### config.mk
export PLATFORM = sky130hd
export DESIGN_NAME = msix_vector_table_engine_core
export DESIGN_NICKNAME = d
export VERILOG_FILES = /design/src/sv/msixvt_pkg.sv /design/src/sv/msixvt_ram.sv /design/src/sv/msixvt_ctrl.sv /design/src/sv/msixvt_dpath.sv /design/src/sv/msix_vector_table_engine_core.sv
export VERILOG_INCLUDE_DIRS = /design/src /design/src/sv
export SDC_FILE = /design/constraint.sdc
export NUM_CORES = 2
export LEC_CHECK = 0
export BUFFER_PORTS_ARGS = -buffer_cell sky130_fd_sc_hd__buf_2
export CORE_MARGIN = 10
export CORE_UTILIZATION = 35
export DETAILED_ROUTE_END_ITERATION = 12
export SETUP_SLACK_MARGIN = 0.2
export SYNTH_ARGS = -nofsm -noshare
export SYNTH_HDL_FRONTEND = slang
export SYNTH_HIERARCHICAL = 1
export SYNTH_SLANG_ARGS = --single-unit
### constraint.sdc
create_clock -name clk -period 21.3 [get_ports clk]
set_clock_uncertainty 0.1 [all_clocks]
set_input_delay 1.065 -clock clk [delete_from_list [all_inputs] [get_ports clk]]
set_output_delay 1.065 -clock clk [all_outputs]
set_load 0.03 [all_outputs]
### src/sv/msix_vector_table_engine_core_defines.svh
// Assertion macros shared by the MSI-X engine modules.
// Depends on nothing; modules that assert include it by bare file name.
`ifndef MSIX_VECTOR_TABLE_ENGINE_CORE_DEFINES_SVH
`define MSIX_VECTOR_TABLE_ENGINE_CORE_DEFINES_SVH

`ifndef SYNTHESIS
// same-cycle implication, sampled on clk, off while rst_n is low
`define MVT_ASSERT_IMPL(label, ante, cons, msg) \
  label: assert property (@(posedge clk) disable iff (!rst_n) (ante) |-> (cons)) \
    else $error(msg);
// next-cycle implication
`define MVT_ASSERT_NEXT(label, ante, cons, msg) \
  label: assert property (@(posedge clk) disable iff (!rst_n) (ante) |=> (cons)) \
    else $error(msg);
`else
`define MVT_ASSERT_IMPL(label, ante, cons, msg)
`define MVT_ASSERT_NEXT(label, ante, cons, msg)
`endif

`endif

### src/sv/msixvt_pkg.sv
// Shared types and constants for the MSI-X vector table engine.
// No dependencies; used by the controller, datapath and top level.
package msixvt_pkg;

  localparam int IN_TDATA_W  = 56;
  localparam int OUT_TDATA_W = 136;

  localparam logic [1:0] OP_RD   = 2'd0;
  localparam logic [1:0] OP_WR   = 2'd1;
  localparam logic [1:0] OP_INT  = 2'd2;
  localparam logic [1:0] OP_CTRL = 2'd3;

  localparam logic [1:0] ST_OK    = 2'd0;
  localparam logic [1:0] ST_BAD   = 2'd1;
  localparam logic [1:0] ST_RANGE = 2'd2;

  localparam logic KIND_RESP = 1'b0;
  localparam logic KIND_MSG  = 1'b1;

  localparam logic [1:0] WORD_ADDR_LO = 2'd0;
  localparam logic [1:0] WORD_ADDR_HI = 2'd1;
  localparam logic [1:0] WORD_DATA    = 2'd2;
  localparam logic [1:0] WORD_CTRL    = 2'd3;

  localparam logic [3:0] ACC_LEN      = 4'd4;
  localparam int         CTRL_EN_BIT  = 15;
  localparam int         CTRL_FM_BIT  = 14;

  // controller to datapath
  typedef struct packed {
    logic load_item;
    logic exec;
    logic load_resp;
    logic scan_read;
    logic load_msg;
    logic idx_clr;
    logic idx_inc;
  } cmd_t;

  // datapath to controller
  typedef struct packed {
    logic scan_req;
    logic any_elig;
    logic elig_cur;
    logic out_free;
  } sts_t;

endpackage

### src/sv/msixvt_ram.sv
// Generic single-write, single-read RAM with registered read data.
// No dependencies.
module msixvt_ram #(
  parameter int WIDTH = 32,
  parameter int DEPTH = 32
) (
  input  logic                                  clk,
  input  logic                                  wr_en,
  input  logic [((DEPTH > 1) ? $clog2(DEPTH) : 1)-1:0] wr_addr,
  input  logic [WIDTH-1:0]                      wr_data,
  input  logic                                  rd_en,
  input  logic [((DEPTH > 1) ? $clog2(DEPTH) : 1)-1:0] rd_addr,
  output logic [WIDTH-1:0]                      rd_data
);
  logic [WIDTH-1:0] mem [DEPTH];

  always_ff @(posedge clk) begin
    if (wr_en) begin
      mem[wr_addr] <= wr_data;
    end
    if (rd_en) begin
      rd_data <= mem[rd_addr];
    end
  end
endmodule

### src/sv/msixvt_ctrl.sv
// Sequencer for the MSI-X engine: accept, execute, respond, then scan vectors if a scan is due.
// Depends on msixvt_pkg and the assertion macro header.
`include "msix_vector_table_engine_core_defines.svh"
module msixvt_ctrl (
  input  logic              clk,
  input  logic              rst_n,
  input  logic              in_tvalid,
  output logic              in_tready,
  input  msixvt_pkg::sts_t  sts,
  output msixvt_pkg::cmd_t  cmd
);
  import msixvt_pkg::*;

  localparam logic [2:0] S_IDLE = 3'd0;
  localparam logic [2:0] S_EXEC = 3'd1;
  localparam logic [2:0] S_RESP = 3'd2;
  localparam logic [2:0] S_SCAN = 3'd3;
  localparam logic [2:0] S_MSG  = 3'd4;

  logic [2:0] state_r, state_nxt;

  assign in_tready = (state_r == S_IDLE);

  always_comb begin
    state_nxt = state_r;
    cmd       = '0;
    case (state_r)
      S_IDLE: begin
        if (in_tvalid) begin
          cmd.load_item = 1'b1;
          state_nxt     = S_EXEC;
        end
      end
      S_EXEC: begin
        cmd.exec  = 1'b1;
        state_nxt = S_RESP;
      end
      S_RESP: begin
        if (sts.out_free) begin
          cmd.load_resp = 1'b1;
          if (sts.scan_req && sts.any_elig) begin
            cmd.idx_clr = 1'b1;
            state_nxt   = S_SCAN;
          end else begin
            state_nxt = S_IDLE;
          end
        end
      end
      S_SCAN: begin
        // step past ineligible vectors, stop on the next one to send
        if (sts.elig_cur) begin
          cmd.scan_read = 1'b1;
          state_nxt     = S_MSG;
        end else begin
          cmd.idx_inc = 1'b1;
        end
      end
      S_MSG: begin
        if (sts.out_free) begin
          cmd.load_msg = 1'b1;
          if (sts.any_elig) begin
            cmd.idx_inc = 1'b1;
            state_nxt   = S_SCAN;
          end else begin
            state_nxt = S_IDLE;
          end
        end
      end
      default: begin
        state_nxt = S_IDLE;
      end
    endcase
  end

  always_ff @(posedge clk) begin
    if (!rst_n) begin
      state_r <= S_IDLE;
    end else begin
      state_r <= state_nxt;
    end
  end

  `MVT_ASSERT_IMPL(a_scan_nonempty, state_r == S_SCAN, sts.any_elig, "scan with nothing to send")
  `MVT_ASSERT_NEXT(a_accept_exec, in_tvalid && in_tready, state_r == S_EXEC, "accept not executed")
endmodule

### src/sv/msixvt_dpath.sv
// Datapath of the MSI-X engine: vector table RAMs, mask/pending bits, control
// bits, scan index and result register. Depends on msixvt_pkg, msixvt_ram.
`include "msix_vector_table_engine_core_defines.svh"
module msixvt_dpath #(
  parameter int VECTORS = 32
) (
  input  logic              clk,
  input  logic              rst_n,
  input  msixvt_pkg::cmd_t  cmd,
  output msixvt_pkg::sts_t  sts,
  input  logic              cfg_we,
  input  logic              cfg_bit,
  input  logic [1:0]        opcode,
  input  logic [9:0]        byte_offset,
  input  logic [3:0]        access_length,
  input  logic [31:0]       write_data,
  input  logic [4:0]        vector,
  input  logic              interrupt_level,
  input  logic              out_ready,
  output logic              out_valid,
  output logic              result_kind,
  output logic [1:0]        status,
  output logic [31:0]       read_data,
  output logic [63:0]       message_address,
  output logic [31:0]       message_data,
  output logic              last
);
  import msixvt_pkg::*;

  localparam int AW = (VECTORS > 1) ? $clog2(VECTORS) : 1;

  // held transaction
  logic [1:0]  op_r;
  logic [9:0]  off_r;
  logic [3:0]  len_r;
  logic [31:0] wd_r;
  logic [4:0]  vec_r;
  logic        lvl_r;

  logic [VECTORS-1:0] masked_r, pend_r, v_lo_r, v_hi_r, v_dat_r;
  logic               mmio_r, msix_r, fmask_r;
  logic [AW-1:0]      idx_r;
  logic               scan_req_r, mask_rd_r;
  logic [1:0]         status_r, word_r;
  logic               q_lo_v_r, q_hi_v_r, q_dat_v_r;

  logic               out_valid_r, out_kind_r, out_last_r;
  logic [1:0]         out_status_r;
  logic [31:0]        out_rd_r, out_data_r;
  logic [63:0]        out_addr_r;

  logic [5:0]         tv;
  logic [AW-1:0]      tv_idx, vec_idx, rd_addr;
  logic [1:0]         word;
  logic               is_tab, bad, tv_oor, vec_oor, tab_ok, int_on;
  logic               do_rd, do_wr, rd_en;
  logic [VECTORS-1:0] elig;
  logic [31:0]        q_lo, q_hi, q_dat, lo_sel, hi_sel, dat_sel, rd_word;
  logic               out_free;

  assign tv      = off_r[9:4];
  assign word    = off_r[3:2];
  assign tv_idx  = AW'(tv);
  assign vec_idx = AW'({1'b0, vec_r});
  assign is_tab  = (op_r == OP_RD) || (op_r == OP_WR);
  assign bad     = (len_r != ACC_LEN) || (off_r[1:0] != 2'b00);
  assign tv_oor  = (tv >= 6'(VECTORS));
  assign vec_oor = ({1'b0, vec_r} >= 6'(VECTORS));
  assign tab_ok  = is_tab && !bad && !tv_oor;
  assign int_on  = (op_r == OP_INT) && !vec_oor && msix_r && mmio_r;
  assign do_rd   = cmd.exec && tab_ok && (op_r == OP_RD);
  assign do_wr   = cmd.exec && tab_ok && (op_r == OP_WR);
  assign rd_en   = do_rd || cmd.scan_read;
  assign rd_addr = cmd.scan_read ? idx_r : tv_idx;

  assign elig    = pend_r & ~masked_r & {VECTORS{~fmask_r}};

  msixvt_ram #(.WIDTH(32), .DEPTH(VECTORS)) u_addr_lo (
    .clk     (clk),
    .wr_en   (do_wr && (word == WORD_ADDR_LO)),
    .wr_addr (tv_idx),
    .wr_data ({wd_r[31:2], 2'b00}),
    .rd_en   (rd_en),
    .rd_addr (rd_addr),
    .rd_data (q_lo)
  );

  msixvt_ram #(.WIDTH(32), .DEPTH(VECTORS)) u_addr_hi (
    .clk     (clk),
    .wr_en   (do_wr && (word == WORD_ADDR_HI)),
    .wr_addr (tv_idx),
    .wr_data (wd_r),
    .rd_en   (rd_en),
    .rd_addr (rd_addr),
    .rd_data (q_hi)
  );

  msixvt_ram #(.WIDTH(32), .DEPTH(VECTORS)) u_data (
    .clk     (clk),
    .wr_en   (do_wr && (word == WORD_DATA)),
    .wr_addr (tv_idx),
    .wr_data (wd_r),
    .rd_en   (rd_en),
    .rd_addr (rd_addr),
    .rd_data (q_dat)
  );

  // never-written words read as zero
  assign lo_sel  = q_lo_v_r  ? q_lo  : '0;
  assign hi_sel  = q_hi_v_r  ? q_hi  : '0;
  assign dat_sel = q_dat_v_r ? q_dat : '0;

  always_comb begin
    case (word_r)
      WORD_ADDR_LO: rd_word = lo_sel;
      WORD_ADDR_HI: rd_word = hi_sel;
      WORD_DATA:    rd_word = dat_sel;
      default:      rd_word = {31'd0, mask_rd_r};
    endcase
  end

  assign out_free = !out_valid_r || out_ready;

  assign sts.scan_req = scan_req_r;
  assign sts.any_elig = |elig;
  assign sts.elig_cur = elig[idx_r];
  assign sts.out_free = out_free;

  // payload registers
  always_ff @(posedge clk) begin
    if (cmd.load_item) begin
      op_r  <= opcode;
      off_r <= byte_offset;
      len_r <= access_length;
      wd_r  <= write_data;
      vec_r <= vector;
      lvl_r <= interrupt_level;
    end
    if (cmd.exec) begin
      word_r    <= word;
      mask_rd_r <= masked_r[tv_idx];
      if (is_tab && bad) begin
        status_r <= ST_BAD;
      end else if ((is_tab && tv_oor) || ((op_r == OP_INT) && vec_oor)) begin
        status_r <= ST_RANGE;
      end else begin
        status_r <= ST_OK;
      end
    end
    if (rd_en) begin
      q_lo_v_r  <= v_lo_r[rd_addr];
      q_hi_v_r  <= v_hi_r[rd_addr];
      q_dat_v_r <= v_dat_r[rd_addr];
    end
    if (cmd.load_resp) begin
      out_kind_r   <= KIND_RESP;
      out_status_r <= status_r;
      out_rd_r     <= ((op_r == OP_RD) && (status_r == ST_OK)) ? rd_word : '0;
      out_addr_r   <= '0;
      out_data_r   <= '0;
      out_last_r   <= !scan_req_r || !(|elig);
    end else if (cmd.load_msg) begin
      out_kind_r   <= KIND_MSG;
      out_status_r <= ST_OK;
      out_rd_r     <= '0;
      out_addr_r   <= {hi_sel, lo_sel};
      out_data_r   <= dat_sel;
      // sent vectors are already cleared, so nothing left means final
      out_last_r   <= !(|elig);
    end
  end

  // control state
  always_ff @(posedge clk) begin
    if (!rst_n) begin
      masked_r    <= '1;
      pend_r      <= '0;
      v_lo_r      <= '0;
      v_hi_r      <= '0;
      v_dat_r     <= '0;
      mmio_r      <= 1'b0;
      msix_r      <= 1'b0;
      fmask_r     <= 1'b0;
      idx_r       <= '0;
      scan_req_r  <= 1'b0;
      out_valid_r <= 1'b0;
    end else begin
      if (cfg_we) begin
        mmio_r <= cfg_bit;
      end
      if (do_wr) begin
        case (word)
          WORD_ADDR_LO: v_lo_r[tv_idx]   <= 1'b1;
          WORD_ADDR_HI: v_hi_r[tv_idx]   <= 1'b1;
          WORD_DATA:    v_dat_r[tv_idx]  <= 1'b1;
          default:      masked_r[tv_idx] <= wd_r[0];
        endcase
      end
      if (cmd.exec && int_on) begin
        pend_r[vec_idx] <= lvl_r;
      end
      if (cmd.exec && (op_r == OP_CTRL)) begin
        msix_r  <= wd_r[CTRL_EN_BIT];
        fmask_r <= wd_r[CTRL_FM_BIT];
      end
      if (cmd.exec) begin
        scan_req_r <= (tab_ok && (op_r == OP_WR)) || (op_r == OP_CTRL) ||
                      (int_on && lvl_r && !fmask_r && !masked_r[vec_idx]);
      end
      if (cmd.scan_read) begin
        pend_r[idx_r] <= 1'b0;
      end
      if (cmd.idx_clr) begin
        idx_r <= '0;
      end else if (cmd.idx_inc) begin
        idx_r <= idx_r + 1'b1;
      end
      if (cmd.load_resp || cmd.load_msg) begin
        out_valid_r <= 1'b1;
      end else if (out_ready) begin
        out_valid_r <= 1'b0;
      end
    end
  end

  assign out_valid       = out_valid_r;
  assign result_kind     = out_kind_r;
  assign status          = out_status_r;
  assign read_data       = out_rd_r;
  assign message_address = out_addr_r;
  assign message_data    = out_data_r;
  assign last            = out_last_r;

  `MVT_ASSERT_IMPL(a_read_eligible, cmd.scan_read, elig[idx_r], "scan read of ineligible vector")
  `MVT_ASSERT_NEXT(a_pend_cleared, cmd.scan_read, !pend_r[idx_r], "sent vector still pending")
  `MVT_ASSERT_IMPL(a_load_free, cmd.load_resp || cmd.load_msg, out_free, "result overwritten")
endmodule

### src/sv/msix_vector_table_engine_core.sv
// MSI-X vector table and pending-bit engine. Each input transaction is one
// register access (table read, table write, interrupt level change or control
// write) and yields one access response, followed by the MSI-X messages it
// releases, in vector order; tlast marks the final result of a transaction.
// The response is offered after the execute and respond states, later only
// while the previous result still waits on out_tready. The input is ready
// again in the cycle the final result of a transaction is offered. A
// dispatch scan walks the vectors from 0 upwards, one vector per cycle
// through the scan sequencer while no message waits on out_tready; each
// message adds a message state for the table RAM's registered read, and
// the scan ends at the last eligible vector. Table words that were never
// written read as zero; all vectors come out of reset masked.
// mmio_enable is written on the cfg port and must only change while the
// engine is idle.
// Depends on msixvt_pkg, msixvt_ctrl, msixvt_dpath and msixvt_ram.
module msix_vector_table_engine_core #(
  parameter int VECTORS = 32
) (
  input  logic                               clk,
  input  logic                               rst_n,
  input  logic                               cfg_valid,
  output logic                               cfg_ready,
  input  logic                               cfg_data,   // mmio_enable
  input  logic                               in_tvalid,
  output logic                               in_tready,
  // [9:0] byte_offset, [13:10] access_length, [45:14] write_data,
  // [50:46] vector, [51] interrupt_level, [55:52] zero
  input  logic [msixvt_pkg::IN_TDATA_W-1:0]  in_tdata,
  input  logic [1:0]                         in_tuser,   // [1:0] opcode
  output logic                               out_tvalid,
  input  logic                               out_tready,
  // [1:0] status, [33:2] read_data, [97:34] message_address,
  // [129:98] message_data, [135:130] zero
  output logic [msixvt_pkg::OUT_TDATA_W-1:0] out_tdata,
  output logic                               out_tuser,  // [0] result_kind
  output logic                               out_tlast
);
  import msixvt_pkg::*;

  cmd_t        cmd;
  sts_t        sts;
  logic [1:0]  res_status;
  logic [31:0] res_rd, res_data;
  logic [63:0] res_addr;

  // configuration is always taken at once
  assign cfg_ready = 1'b1;

  msixvt_ctrl u_ctrl (
    .clk       (clk),
    .rst_n     (rst_n),
    .in_tvalid (in_tvalid),
    .in_tready (in_tready),
    .sts       (sts),
    .cmd       (cmd)
  );

  // unpack the input transaction straight into the datapath's holding regs
  msixvt_dpath #(.VECTORS(VECTORS)) u_dpath (
    .clk             (clk),
    .rst_n           (rst_n),
    .cmd             (cmd),
    .sts             (sts),
    .cfg_we          (cfg_valid && cfg_ready),
    .cfg_bit         (cfg_data),
    .opcode          (in_tuser),
    .byte_offset     (in_tdata[9:0]),
    .access_length   (in_tdata[13:10]),
    .write_data      (in_tdata[45:14]),
    .vector          (in_tdata[50:46]),
    .interrupt_level (in_tdata[51]),
    .out_ready       (out_tready),
    .out_valid       (out_tvalid),
    .result_kind     (out_tuser),
    .status          (res_status),
    .read_data       (res_rd),
    .message_address (res_addr),
    .message_data    (res_data),
    .last            (out_tlast)
  );

  // pack the result, first field lowest, zero fill to whole bytes
  assign out_tdata = {6'd0, res_data, res_addr, res_rd, res_status};
endmodule
Word level (Yosys, flattened, before mapping)
Memories as Yosys holds them, arrays and structs flattened. A register that Yosys moved wholly into a read port is not among the register bits.
Index checks and enable logic that the tools add are counted.
{"block": "op_classes", "div": 0, "n_eq_ne": 16, "mux": 66, "mul": 0, "bitwise": 11, "n_lt_le_gt_ge": 8, "add_sub_neg": 1, "shift": 0, "n_reduce_logical": 54}
{"operator": "32-bit two-way mux", "count": 9}
{"operator": "32-bit AND", "count": 3}
{"operator": "32-bit OR", "count": 3}
{"operator": "32-bit case mux with 3 select lines", "count": 1}
{"operator": "32-bit bitwise mux", "count": 2}
{"operator": "32-bit inverter", "count": 2}
{"operator": "1-bit two-way mux", "count": 33}
{"operator": "32-bit OR reduction", "count": 1}
{"operator": "1-bit binary-select mux with 5-bit select", "count": 6}
{"operator": "5-bit by 6-bit < comparator with 1-bit output, second input constant", "count": 4}
{"operator": "1-bit logical AND", "count": 23}
{"operator": "1-bit demux with 5-bit select", "count": 3}
{"operator": "5-bit by 1-bit greater-or-equal comparator with 1-bit output, second input constant", "count": 3}
{"operator": "3-bit case mux with 5 select lines", "count": 1}
{"operator": "3-bit two-way mux", "count": 4}
{"operator": "2-bit two-way mux", "count": 5}
{"operator": "2-bit equality test, second input constant", "count": 4}
{"operator": "2-bit zero test", "count": 4}
{"operator": "1-bit logical OR", "count": 8}
{"operator": "2-bit AND reduction", "count": 4}
{"operator": "1-bit zero test", "count": 7}
{"operator": "2-bit by 1-bit equality test with 1-bit output, second input constant", "count": 3}
{"operator": "3-bit by 2-bit equality test with 1-bit output, second input constant", "count": 2}
{"operator": "6-bit greater-or-equal comparator, second input constant", "count": 1}
{"operator": "14 further kinds", "count": 20}
{"block": "totals", "memories": 3, "romBits": 0, "out_inout_bits": 141, "latch_bits": 0, "input_bits": 64, "regBits": 399, "mem_bits_rw": 3008}
{"memory": "u_dpath.u_addr_hi.mem", "depth": 32, "width": 32, "rd": 1, "rd_ports_with_merged_regs": 1, "wr": 1, "line": "msixvt_ram.sv:15", "text": "logic [WIDTH-1:0] mem [DEPTH];"}
{"memory": "u_dpath.u_data.mem", "depth": 32, "width": 32, "rd": 1, "rd_ports_with_merged_regs": 1, "wr": 1, "line": "msixvt_ram.sv:15"}
{"memory": "u_dpath.u_addr_lo.mem", "depth": 32, "width": 30, "rd": 1, "rd_ports_with_merged_regs": 1, "wr": 1, "line": "msixvt_ram.sv:15"}

Logic depth before layout (Yosys ltp)
{"block": "depth", "word_depth": 10, "ltp_mapped": 22, "depth_no_buf": 15}

Modules after synthesis
Netlist, hierarchy kept.
{"module": "msixvt_ram at u_dpath.u_addr_lo ...", "area_each_um2": 40805.4, "cells_per_inst": 2260, "instances": 2, "seq_area_each_um2": 31710.4}
{"module": "msixvt_ram at u_dpath.u_addr_hi", "area_each_um2": 40816.6, "cells_per_inst": 2260, "instances": 1, "seq_area_each_um2": 31710.4}
{"module": "msixvt_dpath", "area_each_um2": 16210.5, "cells_per_inst": 1764, "instances": 1, "seq_area_each_um2": 8257.9}
{"module": "msixvt_ctrl", "area_each_um2": 255.2, "cells_per_inst": 36, "instances": 1, "seq_area_each_um2": 60.1}
{"module": "msix_vector_table_engine_core", "area_each_um2": 60.1, "cells_per_inst": 9, "instances": 1, "seq_area_each_um2": 0.0}

Worst setup path after synthesis
OpenSTA, ideal clock, no wires.
{"block": "synth_path", "path_type": "register -> register", "start": "reg u_ctrl.state_r[0]", "end": "reg u_dpath.q_dat_v_r (enable)", "arrival_ps": 8283, "synth_period_minus_slack_ps": 9077, "setup_ps": 694, "path_slack_ps": 12223, "path_stages_with_launch": 5, "t_required_ps": 20506, "cell_sequence": "dfxtp_1 -> inv_1 -> nor3_1 -> nand3b_1 -> o21ai_0"}
{"item": "start: declaration", "line": "msixvt_ctrl.sv:20", "text": "logic [2:0] state_r, state_nxt;"}
{"item": "start signal: assignment", "line": "msixvt_ctrl.sv:79", "text": "state_r <= state_nxt;"}
{"item": "end signal: assignment", "line": "msixvt_dpath.sv:153", "text": "q_dat_v_r <= v_dat_r[rd_addr];"}
{"item": "end: declaration", "line": "msixvt_dpath.sv:45", "text": "logic q_lo_v_r, q_hi_v_r, q_dat_v_r;"}

==> summary.txt <==
Floorplanning
  • Die W: 650.1 µm
  • Core area: 395700 µm²
  • Num ports: 205
  • Die height: 650.1 µm
  • Initial Utilization: 0.3512
  • Row count: 231
  • Die area: 422600 µm²

Pwr
  • Pwr/cell area: 93.68 nW/µm²
  • Pleak: 53.47 nW
  • Total power: 14.71 mW
  • Max IR drop VDD: 65.83 µV

Timing
  • Final Hold Viols: 0
  • Hold WS: 0.2545 ns
  • Maximum clock frequency: 0.1061 GHz
  • Setup violations, final: 0
  • Setup TNS: 0 ns
  • Slew margin rel.: 0.09998
  • Post-route worst setup slack: 11.87 ns
  • Max-slew violation count: 0
  • Period utilization: 0.4427
  • Crit path time final: 9.429 ns
  • RSZ-0062 raised after global routing: no
  • Worst-Margin Slew: 1.350 ns

Place
  • Routability Congestion: 0.8471
  • Placed cell area: 146400 µm²
  • Placed cells: 13790
  • Pre-CTS setup slack: 11.78 ns
  • Detail Placement HPWL: 218200 µm
  • IO buf count: 193

Critical path
  • CP Launch Type: flop
  • Critical path class: reg -> reg
  • Worst EP required: 21.78 ns
  • Worst Path Max Fanout: 109
  • Crit end category: flop
  • CP Data Arrival Time: 9.91 ns

Finish
  • Synth-to-Final Area Change: 13.01%
  • Fin area: 157000 µm²
  • FF/Latch Area: 103400 µm²
  • Filler Cell Count: 35360
  • Area of the multi-input gates: 33550 µm²
  • Fin util: 0.3969
  • Post-Layout Cell Count: 14400
  • # nets final: 8958
  • Share of cells above drive strength 1: 0.1159

Clocking
  • Clock buffer count from CTS: 341
  • Hold buffers post-CTS: 0
  • # Post-CTS Setup Buffers: 0
  • Clock Tree Buf Depth: 4
  • Sinks on Clock Net: 3535
  • CTS tree: yes
  • Register clock-pin slew on the reported worst setup and hold paths: 0.06 ns
  • CTS resizes: 0
  • H-Tree Depth: 5
  • Root buf cell: clkbuf_16
  • Latest clock arrival within the worst-skew pair: 0.91 ns

Detailed routing
  • DRC errors left: 0
  • Routed Antenna Nets: 0
  • DRT iter0 DRCs: 7509
  • Vias/cell: 5.331
  • Routed len/inst: 26.33 µm
  • TritonRoute pass-1 iters: 6
  • Post-Route WL: 379100 µm
  • Via Count: 76760

Job
  • Number of max-cap violations: 0

Synthesis
  • Mux share of post-synthesis cell area: 0.1169
  • Largest family of logic cells by synthesized area: multiplexers
  • Post-synthesis adder-cell area fraction: 0.0003602
  • Mean post-synth cell area: 16.18 µm²
  • Count leader, synth: edfxtp_1
  • Post-synthesis cell area: 139000 µm²
  • Synth Register Bits: 3535
  • Yosys top cell area share: 0.7056
  • Yosys cell types: 69
  • Simple-gate share of the synthesized area: 0.05403
  • Async set-or-reset flop fraction in the synthesized netlist: 0
  • Sequential share of the synthesized area: 0.7445
  • Dominant cell type by area after synthesis: edfxtp_1
  • Synth top cells by count: edfxtp_1, mux2i_1, a21oi_1
  • Synth Area in Compound Gates: 0.06195
  • Xor and xnor area share after synthesis: 0.0002521
  • EDFF count, synth: 3265
  • Warnings, synthesis: 6
  • Syn Inst Count: 8589
  • Top FF cell, synth: edfxtp_1
  • Top post-synthesis cells by area: edfxtp_1, mux2i_1, dfxtp_1

Global route
  • Global-route usage over all layers: 0.1716
  • Vias in the first global route: 76250
  • Antenna violations before repair: 16
  • Largest net degree at the start of global routing: 146
  • First-pass GRT wire length: 538900 µm
  • Global route overflow: 0

Min path
  • Worst hold path type: in -> reg

Status
  • Status: finished clean
-- final timing paths --
kind	from	depth (start not counted)	end	slack (ns)
setup reg to reg	u_dpath/idx_r[0]$_SDFFE_PP0P_	19	u_dpath/u_addr_lo/rd_data[17]$_DFFE_PP_	11.87
hold reg to reg	u_dpath/pend_r[5]$_SDFF_PN0_	2	u_dpath/pend_r[5]$_SDFF_PN0_	0.36
setup / recovery	u_dpath/idx_r[0]$_SDFFE_PP0P_	19	u_dpath/u_addr_lo/rd_data[17]$_DFFE_PP_	11.87
hold / removal	in_tdata[20]	1	u_dpath/wd_r[6]$_DFFE_PP_	0.25
-- power by group --
part	leakage [nW]	switching, mW	internal (mW)
logic	16.7	0.823	0.342
registers	31.6	0.0276	7.69
clock network	5.22	2.53	3.30
total	53.5	3.38	11.3
-- layout make-up --
| cell class | count | area share |
|---|---|---|
| sequential | 3535 | 0.6588 |
| multi-input combinational | 4566 | 0.2136 |
| clock buffer | 429 | 0.05830 |
| tap | 5242 | 0.04177 |
| timing repair buffer | 422 | 0.01743 |
| clock inverter | 172 | 0.009330 |
| inverter | 24 | 0.0006215 |
| antenna | 9 | 0.0001434 |
-- placed cells by master (no fill, tap or decap), drive strengths merged, types with 32 or more instances in the layout --
| cell type | instances |
|---|---|
| dfxtp | 270 |
| a31oi | 119 |
| nor2b | 44 |
| conb | 71 |
| o311ai | 32 |
| inv | 40 |
| o21ai | 65 |
| nand3 | 422 |
| mux2i | 1578 |
| clkinv | 125 |
| o21a | 97 |
| buf | 422 |
| nor2 | 319 |
| nand3b | 47 |
| nand2 | 450 |
| edfxtp | 3265 |
| nand2b | 110 |
| a21oi | 452 |
| a22o | 193 |
| nor3 | 124 |
| a22oi | 294 |
| clkbuf | 429 |
-- per-layer routing --
layer	GRT usage	share of wire	up-vias
li1	-	-	33920
met1	0.2027	0.38	39530
met2	0.3039	0.50	2628
met3	0.02169	0.055	683
met4	0.09310	0.062	0
met5	0	0	-
-- kinds of logic after synthesis --
family,count (synthesis)
mux,1598
xor+xnor,4
fa+ha+maj,4
buf+inv,556
other cells,3
flops,3535
compound gates,1298
simple gates,1591
-- state kept, by name, summed over array words and instances (netlist names), 64 cells and up --
signal                   flops
u_dpath/u_addr_hi/mem     1024
u_dpath/u_addr_lo/mem     1024
u_dpath/message_address     64
u_dpath/u_data/mem        1024
-- worst max-delay path, stage by stage (launching register included) --
cell and delay, ns:
dfxtp_1 0.75, clkinv_1 0.57, mux4_2 0.61, nor2_1 0.16, nor3_1 0.07, a21oi_1 0.25, nand2_1 0.14, nor2_1 0.11
buf_4 0.23, mux2i_4 0.08, buf_4 0.32, inv_8 0.66, buf_4 0.83, buf_4 0.82, buf_4 0.88, buf_4 0.96
mux2i_1 0.28, a22oi_1 0.11, a31oi_1 0.72, nand3_1 0.17
Power figures use the tool's default switching activity.
